## src/rtl/ltfs_pkg.sv

```systemverilog
package ltfs_pkg;

   localparam int MaxDim = 16;
   localparam int IdxW = 4;
   localparam int SizeW = 5;
   localparam int QueueDepth = 4;
   localparam int QueuePtrW = 2;

   localparam logic OP_FACTOR = 1'b0;
   localparam logic OP_VECTOR = 1'b1;

   typedef struct packed {
      logic               operation;
      logic [IdxW-1:0]    row;
      logic [IdxW-1:0]    column;
      logic signed [31:0] value;
      logic               last_element;
   } req_type;

   typedef struct packed {
      logic signed [31:0] solution_value;
      logic [IdxW-1:0]    element_index;
      logic               last_result;
      logic               divide_error;
   } rsp_type;

   typedef struct packed {
      logic               is_factor;
      logic [IdxW-1:0]    row;
      logic [IdxW-1:0]    column;
      logic signed [31:0] value;
      logic               start;
   } cmd_type;

   typedef enum logic [2:0] {
      ST_IDLE,
      ST_MAC_RD,
      ST_MAC,
      ST_DIV_SETUP,
      ST_DIV,
      ST_EMIT
   } solve_state_type;

endpackage

```

## src/rtl/ltfs_front.sv

```systemverilog
module ltfs_front (
   input  logic              clock,
   input  logic              reset,
   input  logic              req_valid,
   output logic              req_stall,
   input  ltfs_pkg::req_type req_payload,
   output logic              cmd_valid,
   input  logic              cmd_stall,
   output ltfs_pkg::cmd_type cmd_payload
);
   import ltfs_pkg::*;

   cmd_type                 queue_ff [QueueDepth];
   logic [QueuePtrW-1:0]    wr_ptr_ff, wr_ptr_in, rd_ptr_ff, rd_ptr_in;
   logic [QueuePtrW:0]      count_ff, count_in;
   logic                    push, pop;
   cmd_type                 cmd_new;

   always_comb begin
      cmd_new.is_factor = (req_payload.operation == OP_FACTOR);
      cmd_new.row       = req_payload.row;
      cmd_new.column    = req_payload.column;
      cmd_new.value     = req_payload.value;
      cmd_new.start     = (req_payload.operation == OP_VECTOR) && req_payload.last_element;
   end

   assign req_stall   = (count_ff == (QueuePtrW+1)'(QueueDepth));
   assign push        = req_valid && !req_stall;
   assign cmd_valid   = (count_ff != '0);
   assign pop         = cmd_valid && !cmd_stall;
   assign cmd_payload = queue_ff[rd_ptr_ff];

   always_comb begin
      wr_ptr_in = push ? wr_ptr_ff + 1'b1 : wr_ptr_ff;
      rd_ptr_in = pop ? rd_ptr_ff + 1'b1 : rd_ptr_ff;
      count_in  = count_ff + (QueuePtrW+1)'(push) - (QueuePtrW+1)'(pop);
   end

   always_ff @(posedge clock) begin
      if (reset) begin
         wr_ptr_ff <= '0;
         rd_ptr_ff <= '0;
         count_ff  <= '0;
      end else begin
         wr_ptr_ff <= wr_ptr_in;
         rd_ptr_ff <= rd_ptr_in;
         count_ff  <= count_in;
      end
   end

   always_ff @(posedge clock) begin
      if (push) begin
         queue_ff[wr_ptr_ff] <= cmd_new;
      end
   end

   queue_bound: assert property (@(posedge clock) disable iff (reset)
      count_ff <= (QueuePtrW+1)'(QueueDepth))
      else $error("queue count overflow");
   empty_no_pop: assert property (@(posedge clock) disable iff (reset)
      (count_ff == '0) |-> !pop)
      else $error("pop from empty queue");
   full_no_push: assert property (@(posedge clock) disable iff (reset)
      (count_ff == (QueuePtrW+1)'(QueueDepth)) |-> !push)
      else $error("push into full queue");

endmodule

```

## config.mk

```make
export PLATFORM = sky130hd
export DESIGN_NAME = ltfs_front
export DESIGN_NICKNAME = d
export VERILOG_FILES = /design/src/rtl/ltfs_pkg.sv /design/src/rtl/ltfs_front.sv
export SDC_FILE = /design/constraint.sdc
export NUM_CORES = 1
export LEC_CHECK = 0
export ABC_CLOCK_PERIOD_IN_PS = 2400
export BUFFER_PORTS_ARGS = -buffer_cell sky130_fd_sc_hd__buf_4
export CELL_PAD_IN_SITES_DETAIL_PLACEMENT = 0
export CELL_PAD_IN_SITES_GLOBAL_PLACEMENT = 1
export CORE_ASPECT_RATIO = 0.9
export CORE_MARGIN = 2
export CORE_UTILIZATION = 50
export DETAILED_ROUTE_END_ITERATION = 12
export PLACE_DENSITY_LB_ADDON = 0.1
export SKIP_LAST_GASP = 1
export SYNTH_ARGS = -nofsm -noshare
export SYNTH_HDL_FRONTEND = slang
export SYNTH_SLANG_ARGS = --single-unit
```

## constraint.sdc

```tcl
create_clock -name clock -period 2.4 [get_ports clock]
set_input_delay 0.48 -clock clock [delete_from_list [all_inputs] [get_ports clock]]
set_output_delay 0.48 -clock clock [all_outputs]
set_load 0.01 [all_outputs]
```

======== After elaboration in Yosys (flattened, before gate mapping) ========
Memories as Yosys holds them, arrays and structs flattened. A register that Yosys moved wholly into a read port is not among the register bits.
Index checks and enable logic that the tools add are counted.
word-level totals
  register bits ........................... 7
  bits in writable memories ............... 168
  input port bits ......................... 46
  output and inout port bits .............. 44
  memories ................................ 1
cells by class
  add/subtract/negate cells ............... 4
  eq/ne operators ......................... 1
  muxes and demuxes ....................... 4
  bitwise operators ....................... 1
  reduce and logical (&&, ||, !) cells .... 6
memory list
  memory    depth  bits a word  read ports  clocked after Yosys merged registers in  wr ports  RTL line          source
  queue_ff  4      42           1           1                                        1         ltfs_front.sv:13  cmd_type queue_ff [QueueDepth];
operator list
  kind                                          number
  adder 2 x 1 -> 2 bit (second input constant)  2
  two-way mux 2 bit                             2
  adder 3 x 1 -> 3 bit                          1
  == test 3 bit (second input constant)         1
  logical AND 1 bit                             3
  nonzero test 3 bit                            1
  subtractor 3 x 1 -> 3 bit                     1
  zero test 1 bit                               2
  two-way mux 1 bit                             2
  NOT 1 bit                                     1

======== Longest topological paths before layout ========
Gate-level depths: netlist of run 1.
  word-level depth ........................ 5
  gate-level depth with buffers ........... 11
  depth with buffers taken out ............ 11

======== Worst setup path before layout of run 1 ========
OpenSTA, ideal clock, no wires.
  path type ............................... input to register
  start point ............................. input port req_valid
  end point ............................... memory queue_ff[2][0] (netlist bit), enable pin
  arrival time ............................ 1.820 ns
  data required time ...................... 1.997 ns
  path slack .............................. 0.176 ns
  stages .................................. 3
  buffers on the path ..................... 0
  path through ............................ inv_1 -> nor2_1 -> and2_1
on the way
  longest elaborated chain between the ends .. 3
RTL lines
  element                                  RTL line          source
  from (decl)                              ltfs_front.sv:4   input logic req_valid,
  logical AND 1 bit                        ltfs_front.sv:28  assign push = req_valid && !req_stall;
  two-way mux 1 bit                        ltfs_front.sv:52  if (push) begin
  two-way mux 1 bit (not written as such)  ltfs_front.sv:53  queue_ff[wr_ptr_ff] <= cmd_new;
  to (decl)                                ltfs_front.sv:13
Every way passes these cells.

==> run_results.csv, run 1 <==
group,metric,value,unit
cts,cts-hold-fix-buffers,0,
synthesis,synth-xor-area-share,0.133,%
worst_setup_path,cp.arrival,1.74,ns
cts,cts.path.max_buffers,2,
detailed_routing,wl,11100,um
die,die_w,125,um
detailed_routing,firstDrtPassIters,5,
synthesis,synthTopCellsByCount,"edfxtp_1, mux4_2, dfxtp_1, inv_1",
die,num_io_pins,90,
sta,period_needed,2.22,ns
synthesis,ys_seq_area_share,79.1,%
global_route,globalRouteOverflowTotal,0,
cts,cts.sinks,177,
worst_setup_path,end_kind,"output port",
worst_setup_path,critical_path_peak_fanout,21,
finish,area_delta_synth_final,23.8,%
power_and_ir_drop,p_per_area,1060,nW/um2
synthesis,synth_warnings,0,
sta,hold_viol,0,
synthesis,syn_avg_cell_area,24.1,um2
worst_setup_path,crit_slowest_cell,"mux4_1",
synthesis,postSynthRegisterBits,177,
synthesis,synth_ff_type,"edfxtp_1",
worst_setup_path,critPathLaunchType,"flop",
finish,num_antenna_cells,0,
synthesis,netlist_instances,274,
sta,period_share,92.5,%
global_route,grt_antenna_before_repair,0,
power_and_ir_drop,ir_drop,856,uV
sta,rsz0062_at_grt,"false",
min_path,min_from,"req_payload[2]",
finish,fin_nets,437,
cts,cts_resized,0,
place,post_dp_cell_area,7540,um2
synthesis,synthSimpleGateAreaFrac,1.95,%
sta,fin_worst_skew,0.00522,ns
sta,max_freq,450,MHz
worst_setup_path,path_cells,"buf_12, mux4_1, buf_4",
cts,path_clk_slew,0.06,ns
finish,drive_gt1_share,45.6,%
synthesis,synth_fa_ha_area_share,1.44,%
die,num_rows,39,
global_route,grt_max_degree,26,
cts,cts_tree,"yes",
place,routabilityCongestion,0.672,
detailed_routing,ant_nets,0,
detailed_routing,wl_per_cell,19.8,um
place,post-dp-hpwl,6900,um
detailed_routing,viasPerCell,5.33,
worst_setup_path,max_stage_delay,0.58,ns
finish,design_area,8180,um2
synthesis,syn_nets,327,
worst_setup_path,crit_type,"flop to output port",
detailed_routing,drt_iter0_markers,140,
die,fp.dieH,113,um
global_route,grt.total_usage,16.8,%
cts,htree_levels,4,
cts,cts_root_buf,"clkbuf_16",
power_and_ir_drop,leakage,2.83,nW
synthesis,synth.top_cell.area_share,76.4,%
sta,setup_tns,0,ns
synthesis,synth_compound_area_share,0.379,%
detailed_routing,vias,2992,
synthesis,synth.most_common_cell,"edfxtp_1",
synthesis,netlist_area,6610,um2
job,cap_violations,0,
synthesis,netlist_top_cells_area,"edfxtp_1, mux4_2, dfxtp_1",
sta,slew_headroom,74.6,%
sta,finalSetupViolCount,0,
cts,cts_setup_buffers,0,
sta,slew_viol_final,0,
synthesis,ys_types,25,
cts,numCtsBuffers,17,
die,dieArea,14100,um2
synthesis,yosysTopAreaCell,"edfxtp_1",
global_route,grt_pass1_vias,3173,
place,pre_cts_ws,0.213,ns
cts,clkLatencyLatePin,0.41,ns
sta,worst_slew_pin_slew,0.381,ns
synthesis,ys_async_sr_fraction,0,%
min_path,hold_path.class,"input pin to flop",
outcome,status,"finished, final reports clean",
worst_setup_path,critPathRequiredTime,1.92,ns
synthesis,synthMuxAreaShare,14.8,%
synthesis,synth_top_family_by_area,"multiplexers",
die,coreArea,12800,um2
global_route,grt_pass1_wl,17300,um
synthesis,synth_edf_count,168,
worst_setup_path,r2r_start,"count_ff[1]",
detailed_routing,drc_errors,0,
place,io_buffers,89,
die,start_util,51.7,%
sta,layout_setup_ws,0.180,ns
## routing by layer
| layer | part of all wire [%] | global-route usage [%] |
|---|---|---|
| met1 | 42 | 21.5 |
| met2 | 51 | 27.4 |
| met3 | 6.1 | 6.29 |
| met4 | 0.76 | 5.11 |
| met5 | 0 | 0 |
## power breakdown
part           switching [mW]  internal, mW  leakage (nW)
clock                    1.05          1.82         0.310
combinational           0.886          1.03         0.903
sequential              0.108          3.75          1.61
total                    2.04          6.61          2.83
## layout make-up
cell class	count	area [um2]
Sequential cell	177	5230
Fill cell	877	4600
Multi-Input combinational cell	78	1240
Timing Repair Buffer	102	841
Clock buffer	22	474
Tap cell	164	205
Clock inverter	10	156
Inverter	8	30.0
## cell families (layout without fill, tap and decap cells)
kind of cell,after synthesis,in the layout
buf+inv,19,142
xor+xnor,1,1
flops,177,177
simple gates,21,21
mux,44,44
compound gates,5,5
fa+ha+maj,7,7
## path summary, 6_finish.rpt
path | slack [ns] | end | depth (start not counted)
max | 0.18 | cmd_payload[37] | 3
min reg2reg | 0.53 | wr_ptr_ff[1] | 2
min | 0.27 | queue_ff[3][2] | 1
max reg2reg | 0.23 | count_ff[2] | 11
## stage by stage
stage	hold slack [ns]	instances	power, mW	util (%)
floorplan	0.482	274	5.08	-
global placement	0.504	529	5.85	59.0
detailed placement	0.513	529	5.88	59.0
CTS	0.245	561	8.76	63.9
global route	0.247	561	9.03	64.0
finish	0.269	561	8.65	64.0
## cells in the final DEF, fill, tap and decap left out, drive strengths merged
master,instances
mux2,1
clkinvlp,1
mux4,42
bufinv,4
nor2,5
clkbuf,22
nor3b,2
fa,1
nor2b,2
o21ai,2
and2,6
nand2b,2
edfxtp,168
dfxtp,9
nor3,2
buf,102
clkinv,5
xor2,1
ha,6
mux2i,1
inv,8
a21oi,3
or3,2
## sequential cells by signal, indices dropped and copies added, names as in the netlist, named ones only
register / count
queue_ff: 168
rd_ptr_ff: 2
count_ff: 3
wr_ptr_ff: 2
## worst max-delay path, delay by kind of cell, from the launching register on
family / cells / cell delay (ns)
buffers and inverters: 2 / 0.38
DFF: 1 / 0.37
muxes: 1 / 0.58
Note: power is estimated with default switching activity, not from simulation.
==> run 2: changes to the inputs <==
- PLACE_DENSITY: not set -> 0.89
- PLACE_DENSITY_LB_ADDON: 0.1 -> not set
==> run 2 against run 1 <==
Compared with the run above:
- worst hold slack got worse by 0.0062 ns
- flip-flop and latch count did not move
- via count grew 1.4%
- first-iteration DRC count is 47% higher
- global-route usage grew 0.17 points
- worst setup slack worse by 0.022 ns
- die area unchanged
- sequential share of layout area is 0.27 points higher
==> run_results.csv, run 2 (synthesis gave the netlist of run 1 again) <==
group,metric,value,unit
outcome,status,"finished, final reports clean",
cts,clkLatencyLatePin,0.42,ns
cts,htree_levels,4,
detailed_routing,wl,11300,um
place,post-dp-hpwl,6830,um
worst_setup_path,path_cells,"buf_4, mux4_2, buf_4",
cts,cts_root_buf,"clkbuf_16",
die,dieArea,14100,um2
global_route,grt.total_usage,17.0,%
global_route,grt_max_degree,43,
die,die_w,125,um
cts,cts.path.max_buffers,2,
place,dpl.cell_count,528,
sta,hold_viol,0,
detailed_routing,drc_errors,0,
die,coreArea,12800,um2
worst_setup_path,crit_family,"multiplexers",
sta,finalSetupViolCount,0,
finish,largest-register,"queue_ff",
die,num_io_pins,90,
job,cap_violations,0,
finish,area_delta_synth_final,23.3,%
worst_setup_path,rr_worst_depth,10,
sta,setup_tns,0,ns
sta,period_needed,2.24,ns
min_path,whs_path_depth,1,
global_route,grt_pass1_vias,3207,
worst_setup_path,crit_top_cell,"buf_4",
die,start_util,51.7,%
power_and_ir_drop,ir_drop,456,uV
global_route,grt_pass1_wl,17600,um
cts,cts_resized,0,
worst_setup_path,max_stage_delay,0.52,ns
cts,cts.sinks,177,
sta,slew_viol_final,0,
worst_setup_path,cp.arrival,1.76,ns
sta,period_share,93.4,%
place,io_buffers,89,
finish,largest_reg_flops,168,
min_path,hold_path.class,"input pin to flop",
worst_setup_path,critPathLaunchType,"flop",
worst_setup_path,end_kind,"output port",
finish,fin_cells,564,
place,routabilityCongestion,0.714,
detailed_routing,vias,3035,
worst_setup_path,path_buf_inv,2,
sta,max_freq,446,MHz
detailed_routing,wl_per_cell,20.0,um
global_route,grt_antenna_before_repair,0,
detailed_routing,viasPerCell,5.38,
finish,drive_gt1_share,45.0,%
power_and_ir_drop,p_per_area,1040,nW/um2
worst_setup_path,crit_slowest_cell,"mux4_2",
worst_setup_path,r2r_slack,0.24,ns
sta,worst_slew_pin_slew,0.429,ns
detailed_routing,ant_nets,0,
sta,rsz0062_at_grt,"false",
finish,final_common_cell,"edfxtp_1",
power_and_ir_drop,total_power,8.50,mW
cts,numCtsBuffers,17,
finish,fin_nets,440,
die,fp.dieH,113,um
power_and_ir_drop,leakage,2.81,nW
sta,fin_worst_skew,0.00549,ns
worst_setup_path,critical_path_peak_fanout,9,
detailed_routing,drt_iter0_markers,206,
worst_setup_path,critPathRequiredTime,1.92,ns
finish,num_antenna_cells,0,
finish,largestRegisters,"queue_ff: 168 flops, count_ff: 3 flops",
sta,slew_headroom,71.4,%
die,num_rows,39,
finish,design_area,8150,um2
worst_setup_path,crit_type,"flop to output port",
cts,path_clk_slew,0.06,ns
worst_setup_path,cp_num_cells,3,
cts,cts_tree,"yes",
cts,cts_setup_buffers,4,
cts,cts-hold-fix-buffers,0,
global_route,globalRouteOverflowTotal,0,
finish,layout_common_cells,"edfxtp_1, buf_4, mux4_2",
place,post_dp_cell_area,7540,um2
detailed_routing,firstDrtPassIters,4,
==> run 2: cell types whose count changed in the layout (fill, tap and decap cells not counted), sizes merged <==
cell,change
bufinv,-2
clkinv,-3
buf,+3
clkbuf,+5
==> run 2: worst paths after layout <==
check                        from              end
setup / recovery             flop   cmd_payload[3]
hold reg to reg      rd_ptr_ff[0]             flop
hold / removal    req_payload[17]  queue_ff[1][17]
setup reg to reg      count_ff[1]      count_ff[2]
==> run 2: power breakdown <==
group | internal, mW | switching, mW | total [mW] | leakage, nW
Clock | 1.64 | 1.03 | 2.67 | 0.282
Sequential | 3.75 | 0.125 | 3.88 | 1.61
Combinational | 1.07 | 0.879 | 1.95 | 0.919
Total | 6.47 | 2.03 | 8.50 | 2.81
==> run 2: worst register-to-register path: cells and delay by family, from the launching register on <==
| kind | cells | cell delay [ns] |
|---|---|---|
| buffers and inverters | 2 | 0.11 |
| AND/OR/NAND/NOR | 4 | 0.65 |
| adder cells (fa/ha/maj) | 3 | 0.79 |
| XOR/XNOR | 1 | 0.16 |
| flip-flops | 1 | 0.37 |
==> run 2: area by class of cell <==
type                       instances  area (um2)
clock buffer                      27         503
fill                             894        4640
timing repair buffer             105         863
tap                              164         205
clock inverter                     5        77.6
multi-input combinational         78        1240
inverter                           8        30.0
sequential                       177        5230
==> run 2: stage by stage <==
stage	hold WS, ns	util, %	worst slack, ns
3_3_place_gp	0.491	58.9	0.256
4_1_cts	0.245	63.7	0.122
6_report	0.262	63.7	0.158
5_1_grt	0.247	63.7	0.0128
3_5_place_dp	0.514	58.9	0.187
2_1_floorplan	0.482	-	0.176
==> run 2: per-layer routing <==
layer	GRT usage, %	vias to the layer above	part of all wire [%]
met5	0	-	0
met4	6.89	0	1.6
met3	4.30	11	4.5
met2	28.1	90	52
met1	22.0	1572	42
li1	-	1362	-
==> run 3: changes to the inputs <==
- REMOVE_ABC_BUFFERS: not set -> 1
==> run 3 against run 2 <==
Compared with the run above:
- sequential share of layout area grew 0.69 points
- fmax grew 0.88%
- critical path depth did not move
- cell area shrank 1.1%
- routed wire length shrank 0.68%
- worst hold slack got worse by 0.0032 ns
- clock power down 10%
- power decreased by 3.4%
- non-clock buffer count unchanged
- worst setup slack gained 0.020 ns
- first-iteration DRC count is 11% higher
- die area is the same
- largest cell class unchanged
- highest routed layer unchanged
==> run_results.csv, run 3 (synthesis gave the netlist of run 1 again) <==
group,metric,value,unit
power_and_ir_drop,p_sw_share,24.4,%
cts,path_clk_slew,0.06,ns
cts,cts-hold-fix-buffers,0,
die,coreArea,12800,um2
cts,htree_levels,4,
finish,largest-register,"queue_ff",
power_and_ir_drop,seqPwrFrac,47.1,%
global_route,grt_max_degree,29,
sta,period_needed,2.22,ns
die,start_util,51.7,%
power_and_ir_drop,ir_drop,477,uV
global_route,grt_pass1_vias,3152,
sta,hold_viol,0,
detailed_routing,viasPerCell,5.40,
place,routabilityCongestion,0.704,
global_route,use_met1,21.5,%
die,num_io_pins,90,
worst_setup_path,rr_worst_depth,11,
worst_setup_path,crit_end,"cmd_payload[16]",
worst_setup_path,cp_num_cells,3,
worst_setup_path,max_stage_delay,0.55,ns
sta,slew_viol_final,0,
place,dpl.cell_count,530,
detailed_routing,firstDrtPassIters,5,
job,cap_violations,0,
finish,num_antenna_cells,0,
global_route,grtUsageMet2,26.0,%
detailed_routing,ant_nets,0,
sta,max_freq,450,MHz
cts,cts.path.max_buffers,2,
sta,period_share,92.6,%
cts,clkLatencyLatePin,0.42,ns
power_and_ir_drop,power_frac_clock,29.1,%
worst_setup_path,crit_family,"multiplexers",
worst_setup_path,critPathLaunchType,"flop",
worst_setup_path,r2r-end,"count_ff[2]",
cts,cts.sinks,177,
place,post-dp-hpwl,7050,um
die,die_w,125,um
die,fp.dieH,113,um
place,io_buffers,89,
finish,fin_nets,440,
worst_setup_path,crit_type,"flop to output port",
global_route,globalRouteOverflowTotal,0,
sta,setup_tns,0,ns
worst_setup_path,r2r_start,"count_ff[1]",
worst_setup_path,cp.arrival,1.74,ns
finish,layout_common_cells,"edfxtp_1, buf_4, mux4_2",
power_and_ir_drop,internal_power,6.21,mW
detailed_routing,wl_per_cell,20.0,um
worst_setup_path,path_buf_inv,2,
global_route,grt.total_usage,16.7,%
worst_setup_path,crit_slowest_cell,"mux4_2",
die,num_rows,39,
sta,worst_slew_pin_slew,0.444,ns
finish,n_fill_cell,886,
worst_setup_path,r2r_slack,0.20,ns
detailed_routing,drc_errors,0,
finish,final_common_cell,"edfxtp_1",
finish,fin_cells,561,
sta,slew_headroom,70.4,%
cts,cts_root_buf,"clkbuf_16",
place,post_dp_cell_area,7530,um2
sta,fin_worst_skew,0.00682,ns
die,dieArea,14100,um2
power_and_ir_drop,p_per_area,1020,nW/um2
global_route,grt_pass1_wl,17200,um
power_and_ir_drop,p_switching,2.00,mW
cts,numCtsBuffers,17,
outcome,status,"finished, final reports clean",
power_and_ir_drop,total_power,8.21,mW
worst_setup_path,critPathRequiredTime,1.92,ns
finish,largestRegisters,"queue_ff: 168 flops, count_ff: 3 flops",
sta,rsz0062_at_grt,"false",
global_route,grt.busiest_layer,"met2",
sta,finalSetupViolCount,0,
worst_setup_path,path_cells,"buf_12, mux4_2, buf_4",
finish,largest_reg_flops,168,
finish,drive_gt1_share,44.1,%
power_and_ir_drop,leakage,2.77,nW
detailed_routing,wl,11200,um
worst_setup_path,end_kind,"output port",
cts,cts_tree,"yes",
global_route,grt_antenna_before_repair,0,
global_route,gr-usage-met3,5.91,%
detailed_routing,drt_iter0_markers,229,
power_and_ir_drop,combinationalPowerShare,23.8,%
worst_setup_path,critical_path_peak_fanout,12,
detailed_routing,vias,3030,
finish,design_area,8060,um2
finish,area_delta_synth_final,22.0,%
min_path,hold_path.class,"input pin to flop",
==> run 3: what timing repair did <==
| action | CTS | global route |
|---|---|---|
| setup buffers | 0 | 2 |
| endpoints found under the setup margin | 0 | 2 |
| resized for setup | 0 | 0 |
==> run 3: worst min-delay path by stage <==
stage                                from               to  cells past startpoint
after floorplan              wr_ptr_ff[1]     wr_ptr_ff[1]                      2
after global placement       wr_ptr_ff[1]     wr_ptr_ff[1]                      2
after detailed placement     wr_ptr_ff[1]     wr_ptr_ff[1]                      2
after CTS                 req_payload[25]  queue_ff[0][25]                      1
after global routing      req_payload[13]  queue_ff[2][13]                      1
final                      req_payload[8]   queue_ff[1][8]                      1
==> run 3: metal layers <==
metal  part of all wire (%)  up-vias
met5                      0        -
met4                    1.6        0
met3                    7.0       14
met2                     51       93
met1                     41     1565
li1                       -     1358
==> run 3: layout make-up <==
cell class	count	area [um2]	area share (%)
clock buffers	20	437	5.42
inverters	8	30.0	0.373
multi-input cells	78	1240	15.4
clock inverters	9	70.1	0.869
well taps	164	205	2.55
flip-flops and latches	177	5230	64.9
repair buffers	105	851	10.6
==> run 3: through the flow <==
step | setup slack (ns) | hold WS (ns) | util, %
6_report | 0.177 | 0.259 | 63.0
2_1_floorplan | -0.657 | 0.481 | -
5_1_grt | 0.0435 | 0.240 | 63.0
4_1_cts | 0.0173 | 0.243 | 62.8
3_3_place_gp | 0.261 | 0.494 | 58.9
3_5_place_dp | 0.140 | 0.517 | 58.9
==> run 3: power by group through the flow <==
| stage | Clock (mW) | Combinational [mW] | Sequential [mW] |
|---|---|---|---|
| finish | 2.39 | 1.96 | 3.87 |
| global route | 2.56 | 2.11 | 3.90 |
| CTS | 2.44 | 1.95 | 3.90 |
| detailed placement | 0 | 1.94 | 3.96 |
| global placement | 0 | 1.90 | 3.94 |
| floorplan | 0 | 0.944 | 4.02 |
